$ cat src/design/cht_pkg.sv
// types and constants of the chained hash table engine
// no dependencies
package cht_pkg;

	typedef enum logic [1:0] {
		KIND_LOOKUP = 2'd0,
		KIND_SET    = 2'd1,
		KIND_GOC    = 2'd2,
		KIND_REMOVE = 2'd3
	} kind_t;

	localparam logic [63:0] FMIX_C1 = 64'hff51afd7ed558ccd;
	localparam logic [63:0] FMIX_C2 = 64'hc4ceb9fe1a85ec53;
	localparam int unsigned FMIX_SHIFT = 33;
	localparam int unsigned MOD_BITS_PER_CYCLE = 4;

	typedef struct packed {
		logic load;
		logic rd_head;
		logic hit_head;
		logic walk_first;
		logic hit_pool;
		logic walk_next;
		logic wr_value;
		logic ins_head;
		logic full;
		logic rd_free;
		logic ins_pool;
		logic rm_head_last;
		logic rd_next;
		logic rm_head_pull;
		logic rm_chain;
	} cmd_t;

	typedef struct packed {
		logic  hash_done;
		kind_t kind;
		logic  head_valid;
		logic  head_hit;
		logic  head_link_null;
		logic  pool_hit;
		logic  pool_link_null;
		logic  found;
		logic  at_head;
		logic  free_empty;
	} sts_t;

endpackage

$ cat src/design/cht_ctrl.sv
// operation sequencer of the chained hash table engine
// depends on cht_pkg
module cht_ctrl (
	input  logic              clk,
	input  logic              arst_n,
	input  logic              start,
	input  cht_pkg::sts_t     sts,
	output cht_pkg::cmd_t     cmd,
	output logic              busy,
	output logic              done
);
	typedef enum logic [7:0] {
		S_IDLE = 8'b00000001,
		S_HASH = 8'b00000010,
		S_CHK  = 8'b00000100,
		S_WALK = 8'b00001000,
		S_ACT  = 8'b00010000,
		S_POP  = 8'b00100000,
		S_RMH  = 8'b01000000,
		S_RESP = 8'b10000000
	} state_t;

	state_t state_q, state_nxt;

	always_comb begin
		cmd = '0;
		state_nxt = state_q;
		unique case (state_q)
			S_IDLE: begin
				if (start) begin
					cmd.load = 1'b1;
					state_nxt = S_HASH;
				end
			end
			S_HASH: begin
				if (sts.hash_done) begin
					cmd.rd_head = 1'b1;
					state_nxt = S_CHK;
				end
			end
			S_CHK: begin
				if (!sts.head_valid) begin
					state_nxt = S_ACT;
				end else if (sts.head_hit) begin
					cmd.hit_head = 1'b1;
					state_nxt = S_ACT;
				end else if (sts.head_link_null) begin
					state_nxt = S_ACT;
				end else begin
					cmd.walk_first = 1'b1;
					state_nxt = S_WALK;
				end
			end
			S_WALK: begin
				if (sts.pool_hit) begin
					cmd.hit_pool = 1'b1;
					state_nxt = S_ACT;
				end else if (sts.pool_link_null) begin
					state_nxt = S_ACT;
				end else begin
					cmd.walk_next = 1'b1;
				end
			end
			S_ACT: begin
				state_nxt = S_RESP;
				unique case (sts.kind) inside
					cht_pkg::KIND_LOOKUP: ;
					cht_pkg::KIND_SET, cht_pkg::KIND_GOC: begin
						if (sts.found) begin
							cmd.wr_value = (sts.kind == cht_pkg::KIND_SET);
						end else if (!sts.head_valid) begin
							cmd.ins_head = 1'b1;
						end else if (sts.free_empty) begin
							cmd.full = 1'b1;
						end else begin
							cmd.rd_free = 1'b1;
							state_nxt = S_POP;
						end
					end
					default: begin
						if (sts.found) begin
							if (!sts.at_head) begin
								cmd.rm_chain = 1'b1;
							end else if (sts.head_link_null) begin
								cmd.rm_head_last = 1'b1;
							end else begin
								cmd.rd_next = 1'b1;
								state_nxt = S_RMH;
							end
						end
					end
				endcase
			end
			S_POP: begin
				cmd.ins_pool = 1'b1;
				state_nxt = S_RESP;
			end
			S_RMH: begin
				cmd.rm_head_pull = 1'b1;
				state_nxt = S_RESP;
			end
			S_RESP: state_nxt = S_IDLE;
			default: state_nxt = S_IDLE;
		endcase
	end

	always_ff @(posedge clk or negedge arst_n) begin
		if (!arst_n)
			state_q <= S_IDLE;
		else
			state_q <= state_nxt;
	end

	assign busy = (state_q != S_IDLE);
	assign done = (state_q == S_RESP);

endmodule

$ cat config.mk
export PLATFORM = sky130hd
export DESIGN_NAME = cht_ctrl
export DESIGN_NICKNAME = d
export VERILOG_FILES = /design/src/design/cht_pkg.sv /design/src/design/cht_ctrl.sv
export SDC_FILE = /design/constraint.sdc
export NUM_CORES = 1
export LEC_CHECK = 0
export ABC_AREA = 1
export BUFFER_PORTS_ARGS = -buffer_cell sky130_fd_sc_hd__buf_2
export CAP_MARGIN = 40
export CELL_PAD_IN_SITES_DETAIL_PLACEMENT = 0
export CELL_PAD_IN_SITES_GLOBAL_PLACEMENT = 1
export CORE_ASPECT_RATIO = 0.75
export CORE_MARGIN = 4
export CORE_UTILIZATION = 28
export CTS_CLUSTER_DIAMETER = 50
export CTS_CLUSTER_SIZE = 14
export DETAILED_ROUTE_END_ITERATION = 16
export PLACE_DENSITY_LB_ADDON = 0.15
export SLEW_MARGIN = 20
export SYNTH_ARGS = -nofsm -noshare
export SYNTH_HDL_FRONTEND = slang
export SYNTH_SLANG_ARGS = --single-unit
$ cat constraint.sdc
create_clock -name clk -period 1 [get_ports clk]
set_input_delay 0.1 -clock clk [delete_from_list [all_inputs] [get_ports clk]]
set_output_delay 0.1 -clock clk [all_outputs]
set_load 0.005 [all_outputs]
==> results.yml <==
setup_path:
  cp-end-kind: "output port"
  critical_path.startpoint: "state_q[0]"
  cp_cell_sequence: "inv_2 -> nand2_4 -> nor2_4 -> nand2_4 -> clkinv_4 -> nand2_4 -> nor2_1 -> buf_2"
  cpMaxStageDelayCell: "dfstp_2"
  critPathTopFamily: "flip-flops"
  reg2reg_to: "state_q[0]"
  crit_path_end: "cmd[6]"
  slowest_delay_ns: 0.55
  worstPathBufferInverterCount: 3
  r2r_slack_ns: -0.43
  cp.depth: 8
  crit_arrival_ns: 1.39
  startpoint_type: "flop"
  crit_top_cell: "nand2_4"
  r2r-start: "state_q[2]"
  required_ns: 0.90
  rr_worst_depth: 11
  path_max_fanout: 6
  criticalPathCategory: "reg -> out"
floorplan:
  fp.dieArea_um2: 3570
  dieHeight_um: 52.7
  row_count: 15
  start_util_pct: 30.9
  die_x_um: 67.6
  core_um2: 2420
  ios: 31
layout:
  largest_register_ffs: 8
  n_antenna_cell: 0
  stdcell_count: 210
  top_regs: "state_q x8"
  nNetsFinal: 195
  regMostFlops: "state_q"
  multiInputGateArea_um2: 566
  fillers: 250
  drive_gt1_share_pct: 59.1
  register_area_um2: 201
  area_growth_pct: 73.9
global_route:
  antenna_found_initial: 0
  grt_pass1_wl_um: 3580
  grt_overflow: 0
  grt.total_usage_pct: 13.1
  grt_pass1_vias: 868
  grt_max_degree: 9
place:
  pre_cts_slack_ns: -0.268
  place.gp.congestion: 0.753
  place_inst: 186
  dp_hpwl_um: 1660
  io_buffers: 30
synthesis:
  synth_edf_count: 0
  ys_top_cells_by_area: "dfrtp_1 (23%), nor2_1 (13%), nand2_1 (12%), inv_1 (9.0%), ha_1 (6.7%)"
  synth_top_area_share_pct: 23.5
  yosysSeqAreaShare_pct: 27.0
  synth_area_um2: 747
  syn_inst: 115
  syn-num-nets: 133
  async_flop_share_pct: 100
  yosys_most_used_dff: "dfrtp_1"
  synth_top_area_cell: "dfrtp_1"
  yosysUniqueCellTypes: 21
  synth_seq_cells: 8
  synth.avg_cell_area_um2: 6.50
  yosysWarnings: 0
pwr:
  cellPowerDensity_nw_per_um2: 1370
  peakVddDrop_uv: 421
  leakage_nw: 0.749
clock_network:
  clk_pin_slew_ns: 0.05
  cts_root_buffer: "clkbuf_4"
  cts_sinks: 8
  htree_levels: 1
  cts_buffer_depth: 2
  clk_latency_ns: 0.24
  cts_tree: "done"
  numCtsBuffers: 3
detailed_routing:
  drt_first_pass_iters: 4
  dr.first_iter.drc_count: 12
  vias: 907
  wirelength_um: 2140
  wl_per_cell_um: 10.2
  drc: 0
  drt.antenna.violating_nets: 0
  via_per_inst: 4.32
worst_hold_path:
  hold_depth: 3
  hp-class: "in -> reg"
sta:
  rsz0062_at_grt: "yes"
  finalSetupViolCount: 25
  hold_viol: 0
  max_freq_mhz: 672
  fin_ws_ns: -0.488
  period_share_pct: 149
  fin_worst_skew_ns: 0.000103
  final-max-slew-violation-count: 0
  slew_headroom_pct: 83.0
  tightestPinTransition_ns: 0.255
  fin_crit_ns: 1.49
outcome:
  status: "finished with violations"
  violations: "negative setup slack"
run:
  maxCapViolCount: 0
-- stage by stage --
stage / utilization [%] / setup TNS (ns) / instance area [µm²] / power, mW / hold slack (ns)
3_3_place_gp: 41.4 / -3.89 / 1000 / 1.14 / -0.0531
3_5_place_dp: 41.4 / -3.98 / 1000 / 1.14 / -0.0555
6_report: 53.6 / -9.26 / 1300 / 1.77 / 0.118
4_1_cts: 49.5 / -8.86 / 1200 / 1.63 / 0.0979
2_1_floorplan: - / -0.607 / 758 / 0.906 / -0.196
5_1_grt: 53.6 / -11.42 / 1300 / 1.92 / 0.128
-- tightest hold or removal path, stage by stage --
cell    delay [ns]
buf_2         0.07
inv_1         0.05
nor2_1        0.10
-- placed cells by master (no fill, tap or decap), drive strengths merged --
cell and n:
ha 4, o21ai 2, nand3 8, nor2 29
nand4 1, buf 56, dlygate4sd3 1, inv 23
dfrtp 7, nor3 4, clkinv 1, clkbuf 4
dfstp 1, nor4 3, nand2 31, nor3b 1
-- layer usage --
layer | part of all wire (%) | up-vias | global-route usage, %
met2 | 47 | 23 | 19.7
met5 | 0 | - | 0
met4 | 0 | 0 | 5.05
met1 | 49 | 412 | 18.0
li1 | - | 472 | -
met3 | 4.0 | 0 | 2.79
-- worst min path at each step --
stage                       start         end  slack, ns
after CTS                 sts[10]  state_q[2]        0.1
after global routing      sts[10]  state_q[2]       0.13
after global placement     arst_n  state_q[2]      -0.05
after detailed placement   arst_n  state_q[2]      -0.06
after floorplan            arst_n  state_q[1]      -0.20
final                     sts[10]  state_q[2]       0.12
-- report_power, final --
group          internal [mW]  switching (mW)  total (mW)
Sequential             0.392          0.0460       0.438
Clock                  0.152           0.102       0.254
Combinational          0.501           0.582        1.08
Total                   1.05           0.729        1.77
-- timing repair --
| item | 4_1_cts | 5_1_grt |
|---|---|---|
| pin swaps | 7 | 9 |
| hold buffers | 1 | 0 |
| resized for setup | 18 | 14 |
| hold endpoints to repair | 8 | 0 |
| endpoints found under the setup margin | 25 | 25 |
| buffers inserted | 12 | 8 |
-- area by class of cell --
cell class	instances	area share, %
repair buffers	57	28.1
well taps	34	3.28
multi-input cells	83	43.5
inverters	24	7.51
clock buffers	4	2.02
flip-flops and latches	8	15.5
-- kinds of logic (layout without fill, tap and decap cells) --
| logic type | count (synthesis) | after routing | share of synthesized area [%] |
|---|---|---|---|
| AOI/OAI and AO/OA | 2 | 2 | 1.34 |
| adders and majority gates | 4 | 4 | 6.70 |
| buffers and inverters | 24 | 85 | 12.6 |
| DFF | 8 | 8 | 27.0 |
| and+or+nand+nor | 77 | 77 | 52.4 |
-- synthesized netlist by cell type, types with 2 or more instances --
cell and number:
nand2_4 4, nor2_2 3, nor3_2 3, nand3_1 8, nor4_1 2, inv_2 4
dfrtp_1 7, ha_1 4, nand2_1 24, inv_1 18, o21ai_0 2, nor2_1 25
nand2_2 3
Power figures use the tool's default switching activity.
